==> config.mk <==
export PLATFORM = sky130hd
export DESIGN_NAME = tifc_fuzz
export DESIGN_NICKNAME = d
export VERILOG_FILES = /design/src/rtl/tifc_pkg.sv /design/src/rtl/tifc_fuzz.sv
export SDC_FILE = /design/constraint.sdc
export NUM_CORES = 2
export LEC_CHECK = 0
export BUFFER_PORTS_ARGS = -buffer_cell sky130_fd_sc_hd__buf_2
export CORE_ASPECT_RATIO = 0.5
export CORE_UTILIZATION = 50
export DETAILED_ROUTE_END_ITERATION = 8
export MAX_ROUTING_LAYER = met4
export PLACE_DENSITY = 0.65
export REMOVE_ABC_BUFFERS = 1
export SLEW_MARGIN = 0
export SYNTH_ARGS = -nofsm -noshare
export SYNTH_HDL_FRONTEND = slang
export SYNTH_SLANG_ARGS = --single-unit
==> constraint.sdc <==
create_clock -name clock -period 4.52 [get_ports clock]
set_input_delay 0.678 -clock clock [delete_from_list [all_inputs] [get_ports clock]]
set_output_delay 0.678 -clock clock [all_outputs]
set_load 0.01 [all_outputs]
==> src/rtl/tifc_pkg.sv <==
// Shared types, constants and helper functions for the two-input fuzzy controller.
package tifc_pkg;

   localparam int NUM_SETS    = 5;
   localparam int DEG_BITS    = 16;
   localparam int DEG_W       = DEG_BITS + 1;
   localparam int DATA_W      = 16;
   localparam int BRK_REGS    = 5;
   localparam int CELL_BITS   = 3;
   localparam int ALL_CELLS   = 25;
   localparam int RULE_LOW_W  = 45;
   localparam int RULE_HIGH_W = 30;
   localparam int RULE_W      = RULE_LOW_W + RULE_HIGH_W;
   localparam int SET_IDX_W   = $clog2(NUM_SETS);
   localparam int CSR_IDX_W   = 3;
   localparam int CSR_DATA_W  = RULE_LOW_W;

   // Arithmetic widths of the defuzzification path.
   localparam int DIFF_W = DATA_W + 1;
   localparam int MUL_W  = DEG_W + 1 + DIFF_W;
   localparam int CUT_W  = MUL_W + 2;
   localparam int P_W    = CUT_W - 1;
   localparam int PL_W   = 18;
   localparam int PH_W   = P_W - PL_W;
   localparam int PPL_W  = DEG_W + PL_W;
   localparam int PPH_W  = DEG_W + 1 + PH_W;
   localparam int NUMK_W = PPH_W + PL_W;
   localparam int NUM_W  = NUMK_W + $clog2(NUM_SETS);
   localparam int DEN_W  = DEG_W + $clog2(NUM_SETS);
   localparam int N2_W   = NUM_W + 1 - 8;
   localparam int U_W    = N2_W + 1;
   localparam int Q_W    = DATA_W + 1;
   localparam int R0_W   = U_W - Q_W;

   localparam logic [CSR_IDX_W-1:0] CSR_BREAK_0     = 3'd0;
   localparam logic [CSR_IDX_W-1:0] CSR_BREAK_1     = 3'd1;
   localparam logic [CSR_IDX_W-1:0] CSR_BREAK_2     = 3'd2;
   localparam logic [CSR_IDX_W-1:0] CSR_BREAK_3     = 3'd3;
   localparam logic [CSR_IDX_W-1:0] CSR_BREAK_4     = 3'd4;
   localparam logic [CSR_IDX_W-1:0] CSR_DEFUZZ_MODE = 3'd5;
   localparam logic [CSR_IDX_W-1:0] CSR_RULE_LOW    = 3'd6;
   localparam logic [CSR_IDX_W-1:0] CSR_RULE_HIGH   = 3'd7;

   localparam logic [DEG_W-1:0] DEG_ONE = {1'b1, {DEG_BITS{1'b0}}};

   typedef struct packed {
      logic signed [DATA_W-1:0] first_value;
      logic signed [DATA_W-1:0] second_value;
   } req_type;

   typedef struct packed {
      logic signed [DATA_W-1:0] crisp_out;
      logic                     no_activation;
   } rsp_type;

   typedef logic [BRK_REGS-1:0][DATA_W-1:0] brk_array_type;
   typedef logic [NUM_SETS-1:0][DEG_W-1:0]  deg_vec_type;

   localparam brk_array_type BRK_RESET = {16'h0200, 16'h0100, 16'h0000, 16'hFF00, 16'hFE00};

   typedef struct packed {
      logic                 is_full;
      logic                 is_int;
      logic [SET_IDX_W-1:0] idx;
   } fuzz_ctrl_type;

   typedef struct packed {
      logic                     zero;
      logic signed [DATA_W-1:0] mom;
      logic [DEN_W-1:0]         den;
      logic                     neg;
      logic                     ovf;
   } side_type;

   // Breakpoints beyond the last register reuse the last one.
   function automatic logic signed [DATA_W-1:0] bp(brk_array_type b, int k);
      return signed'(b[(k < BRK_REGS) ? k : BRK_REGS - 1]);
   endfunction

   function automatic logic [CELL_BITS-1:0] rule_cell(logic [RULE_W-1:0] rules, int c);
      if (c < ALL_CELLS) begin
         return rules[c*CELL_BITS +: CELL_BITS];
      end
      return '0;
   endfunction

endpackage

==> src/rtl/tifc_fuzz.sv <==
// Pipelined fuzzifier: one input value to the degrees of all triangular sets.
module tifc_fuzz (
   input  logic                                    clock,
   input  logic                                    reset,
   input  logic                                    in_valid,
   input  logic signed [tifc_pkg::DATA_W-1:0]      x,
   input  tifc_pkg::brk_array_type                 brk,
   output logic                                    out_valid,
   output tifc_pkg::deg_vec_type                   deg
);

   localparam int DIV_W = tifc_pkg::DATA_W + 1;
   localparam int NB    = tifc_pkg::DEG_BITS;
   localparam int NS    = tifc_pkg::NUM_SETS;

   tifc_pkg::fuzz_ctrl_type ctrl_in;
   logic [DIV_W-1:0]        num_in;
   logic [DIV_W-1:0]        div_in;

   logic                    valid_ff [0:NB];
   tifc_pkg::fuzz_ctrl_type ctrl_ff  [0:NB];
   logic [NB-1:0]           q_ff     [0:NB];
   logic [DIV_W-1:0]        rem_ff   [0:NB-1];
   logic [DIV_W-1:0]        div_ff   [0:NB-1];

   tifc_pkg::deg_vec_type   deg_in;
   tifc_pkg::deg_vec_type   deg_ff;
   logic                    out_valid_ff;

   // Classification follows the priority: low shoulder, inner peak, high shoulder, interval.
   always_comb begin
      logic                    found;
      logic signed [DIV_W-1:0] x_e;
      logic signed [DIV_W-1:0] lo_e;
      logic signed [DIV_W-1:0] hi_e;
      found   = 1'b0;
      ctrl_in = '0;
      num_in  = '0;
      div_in  = '0;
      x_e     = DIV_W'(x);
      lo_e    = '0;
      hi_e    = '0;
      if (x <= tifc_pkg::bp(brk, 0)) begin
         ctrl_in.is_full = 1'b1;
         found           = 1'b1;
      end
      for (int k = 1; k < NS - 1; k++) begin
         if (!found && x == tifc_pkg::bp(brk, k)) begin
            ctrl_in.is_full = 1'b1;
            ctrl_in.idx     = tifc_pkg::SET_IDX_W'(k);
            found           = 1'b1;
         end
      end
      if (!found && x >= tifc_pkg::bp(brk, NS - 1)) begin
         ctrl_in.is_full = 1'b1;
         ctrl_in.idx     = tifc_pkg::SET_IDX_W'(NS - 1);
         found           = 1'b1;
      end
      for (int k = 0; k < NS - 1; k++) begin
         if (!found && x > tifc_pkg::bp(brk, k) && x < tifc_pkg::bp(brk, k + 1)) begin
            ctrl_in.is_int = 1'b1;
            ctrl_in.idx    = tifc_pkg::SET_IDX_W'(k);
            lo_e           = DIV_W'(tifc_pkg::bp(brk, k));
            hi_e           = DIV_W'(tifc_pkg::bp(brk, k + 1));
            num_in         = unsigned'(hi_e - x_e);
            div_in         = unsigned'(hi_e - lo_e);
            found          = 1'b1;
         end
      end
   end

   always_ff @(posedge clock) begin
      if (reset) begin
         valid_ff[0] <= 1'b0;
      end else begin
         valid_ff[0] <= in_valid;
      end
      ctrl_ff[0] <= ctrl_in;
      q_ff[0]    <= '0;
      rem_ff[0]  <= num_in;
      div_ff[0]  <= div_in;
   end

   // Restoring division, one quotient bit per stage.
   for (genvar s = 1; s <= NB; s++) begin : g_div
      logic [DIV_W:0] trial;
      logic           ge;
      assign trial = {rem_ff[s-1], 1'b0};
      assign ge    = trial >= {1'b0, div_ff[s-1]};

      always_ff @(posedge clock) begin
         if (reset) begin
            valid_ff[s] <= 1'b0;
         end else begin
            valid_ff[s] <= valid_ff[s-1];
         end
         ctrl_ff[s] <= ctrl_ff[s-1];
         q_ff[s]    <= {q_ff[s-1][NB-2:0], ge};
      end

      if (s < NB) begin : g_rem
         always_ff @(posedge clock) begin
            rem_ff[s] <= ge ? DIV_W'(trial - {1'b0, div_ff[s-1]}) : DIV_W'(trial);
            div_ff[s] <= div_ff[s-1];
         end
      end
   end

   always_comb begin
      tifc_pkg::fuzz_ctrl_type c;
      logic [tifc_pkg::DEG_W-1:0] q_e;
      c   = ctrl_ff[NB];
      q_e = {1'b0, q_ff[NB]};
      for (int k = 0; k < NS; k++) begin
         deg_in[k] = '0;
         if (c.is_full && c.idx == tifc_pkg::SET_IDX_W'(k)) begin
            deg_in[k] = tifc_pkg::DEG_ONE;
         end
         if (c.is_int && c.idx == tifc_pkg::SET_IDX_W'(k)) begin
            deg_in[k] = q_e;
         end
         if (c.is_int && k > 0 && c.idx == tifc_pkg::SET_IDX_W'(k - 1)) begin
            deg_in[k] = tifc_pkg::DEG_ONE - q_e;
         end
      end
   end

   always_ff @(posedge clock) begin
      if (reset) begin
         out_valid_ff <= 1'b0;
      end else begin
         out_valid_ff <= valid_ff[NB];
      end
      deg_ff <= deg_in;
   end

   assign out_valid = out_valid_ff;
   assign deg       = deg_ff;

endmodule

==> metrics.yaml <==
fin_crit_sh: 0.9091
crit_type: "flip-flop to flip-flop"
io_pins: 185
max_freq_mhz: 243.4
first_iter_violations: 1893
total_power_mw: 38.73
async_flop_share: 0
grt_pass1_wl_mm: 157.7
path_max_fanout: 16
drtPass1Iterations: 6
yosys_warnings: 0
grt-ovfl-total: 0
clk_latency_ns: 0.64
tightest_slew_ns: 1.369
dpl_cell_area_sq_um: 43640
cts_inserted_buffers: 77
wl_mm: 99.53
synth-edff-count: 0
status: "completed"
postLayoutCoreUtil: 0.5653
num_rows: 74
post_cts_buffers: 0
crit_start: "div_ff[1][36]$_DFF_P_"
grtUsageMet2: 0.4341
insertedDiodeCount: 0
worst_setup_path_end_kind: "flip-flop"
ctsHoldBuffers: 0
htree_levels: 3
arrival_ns: 4.65
vdd_drop_max_uv: 432.6
drive_above_1_share: 0.1198
leakage_nw: 20.29
cts_resized: 0
final_cell_mix: "dfxtp_1, inv_1, ha_1, nor2_1, a21oi_1"
cts-root-buf: "clkbuf_16"
grt_use_met3: 0.02875
grt.total_usage: 0.2410
dpl.hpwl_mm: 79.03
synth_cell_type_count: 80
cts.path.max_buffers: 3
final_cell_area_sq_um: 46220
hp-class: "input port to flip-flop"
die_w_um: 408.7
netlist_area_sq_um: 41350
critPathLaunchType: "flip-flop"
dr_total_vias: 31245
layout_commonest_cell: "dfxtp_1"
clock_skew_ns: 0.02203
synth-main-ff-cell: "dfxtp_1"
clock-sinks: 868
cts_tree: "yes"
die_y_um: 205.4
fin_nets: 5131
max-cap-violations: 0
die_area_sq_um: 83930
setup_violations: 0
drv_slew: 0
slew_headroom: 0.08318
ant_nets: 0
gp_congestion: 0.9229
seq_area_frac_synth: 0.4202
use_met1: 0.2757
routed_via_density: 5.433
core-area_sq_um: 81760
worstRegToRegCells: 12
clkSlewWorstSetupHoldPaths_ns: 0.07
busiest_layer: "met2"
layout_min_cycle_time_ns: 4.109
antenna_found_initial: 0
initial_utilization: 0.5058
drc: 0
reg2reg_from: "div_ff[1][36]$_DFF_P_"
synth_seq_cells: 868
rsz0062_at_grt: "false"
endpoint: "rem_ff[1][56]$_DFF_P_"
wl_per_cell_um: 17.31
synthCells: 4372
rrSetupSlack_ns: 0.41
reg2reg_to: "rem_ff[1][56]$_DFF_P_"
area_growth_pct: 11.77
fin_tns_setup_ns: 0
grt_max_degree: 32
critPathRequiredTime_ns: 5.06
grt_pass1_vias: 31005
hold_viol: 0
avgSynthCellArea_sq_um: 9.458
power_density_nw_per_um2: 838.0
io_buffers: 184
sequential cells by signal, summed over array words and instances, names as in the netlist:
register	flops
ctrl_ff	85
rem_ff	272
valid_ff	17
deg	85
q_ff	136
div_ff	272
out_valid	1
report_power, final:
group	total (mW)	switching (mW)	internal, mW
sequential	12.0	1.46	10.5
combinational	20.0	10.6	9.40
clock	6.70	2.91	3.79
cell type report:
| cell class | instances | area, sq um |
|---|---|---|
| Tap cell | 1102 | 1379 |
| Inverter | 440 | 1652 |
| Sequential cell | 868 | 17380 |
| Clock buffer | 97 | 2135 |
| Multi-Input combinational cell | 2982 | 22000 |
| Clock inverter | 38 | 447.9 |
| Timing Repair Buffer | 224 | 1234 |
| Fill cell | 7223 | 35540 |
worst min path at each step:
stage                                startpoint                     end  slack, ns  depth (start not counted)
final                                  in_valid  valid_ff[0]$_SDFF_PP0_       0.29                          2
after global placement     q_ff[0][134]$_DFF_P_    q_ff[0][151]$_DFF_P_       0.31                          0
after detailed placement  ctrl_ff[0][8]$_DFF_P_  ctrl_ff[0][13]$_DFF_P_       0.31                          0
after global routing                   in_valid  valid_ff[0]$_SDFF_PP0_       0.27                          2
after floorplan           ctrl_ff[0][5]$_DFF_P_  ctrl_ff[0][10]$_DFF_P_       0.31                          0
after CTS                              in_valid  valid_ff[0]$_SDFF_PP0_       0.24                          2
cells in the mapped netlist, types with 56 or more instances:
| cell type | instances | area (sq um) |
|---|---|---|
| nor3_1 | 112 | 560.5 |
| nand2_1 | 178 | 668.1 |
| o21a_1 | 73 | 548.0 |
| nor2_1 | 354 | 1329 |
| clkbuf_1 | 56 | 210.2 |
| nand4_1 | 59 | 369.1 |
| xor2_1 | 98 | 858.3 |
| xnor2_1 | 178 | 1559 |
| nand2b_1 | 61 | 381.6 |
| ha_1 | 416 | 5205 |
| a21o_1 | 93 | 698.2 |
| dfxtp_1 | 868 | 17380 |
| nor2b_1 | 79 | 494.2 |
| inv_1 | 439 | 1648 |
| a21oi_1 | 274 | 1371 |
| mux2_2 | 148 | 1667 |
| nand3_1 | 74 | 370.4 |
| o21ai_0 | 192 | 960.9 |
routing by layer:
layer / share of wire / wire, um
met5: 0 / 0
met4: 0.034 / 3404
met3: 0.040 / 3979
met2: 0.50 / 49590
met1: 0.43 / 42560
per-stage QoR:
| stage | instances | hold slack (ns) | setup WS [ns] |
|---|---|---|---|
| floorplan | 4290 | 0.3096 | 0.3239 |
| global placement | 5616 | 0.3099 | 0.2914 |
| detailed placement | 5616 | 0.3121 | 0.2088 |
| CTS | 5751 | 0.2417 | 0.5634 |
| global route | 5751 | 0.2684 | 0.05478 |
| finish | 5751 | 0.2947 | 0.4109 |
kinds of logic (layout without fill, tap and decap cells):
group                      Yosys count  after routing  share of synthesized area
AOI/OAI and AO/OA                  973            973                     0.1526
xor gates and xnor gates           276            276                    0.05846
adders and majority gates          439            439                     0.1370
buffers and inverters              522            799                    0.04844
DFF                                868            868                     0.4202
muxes                              193            193                    0.05156
and+or+nand+nor                   1101           1101                     0.1317
critical path: stages (launching register included):
cell       delay, ns
dfxtp_1         0.45
inv_1           0.07
ha_1            0.37
nor2b_1         0.20
o31ai_1         0.13
a2111oi_0       0.81
o31ai_1         0.29
o21ai_0         0.35
nor4_1          0.13
o21ai_2         0.61
buf_4           0.31
nor2_1          0.06
a21oi_1         0.22
No activity file was read; power rests on OpenSTA's default activity.
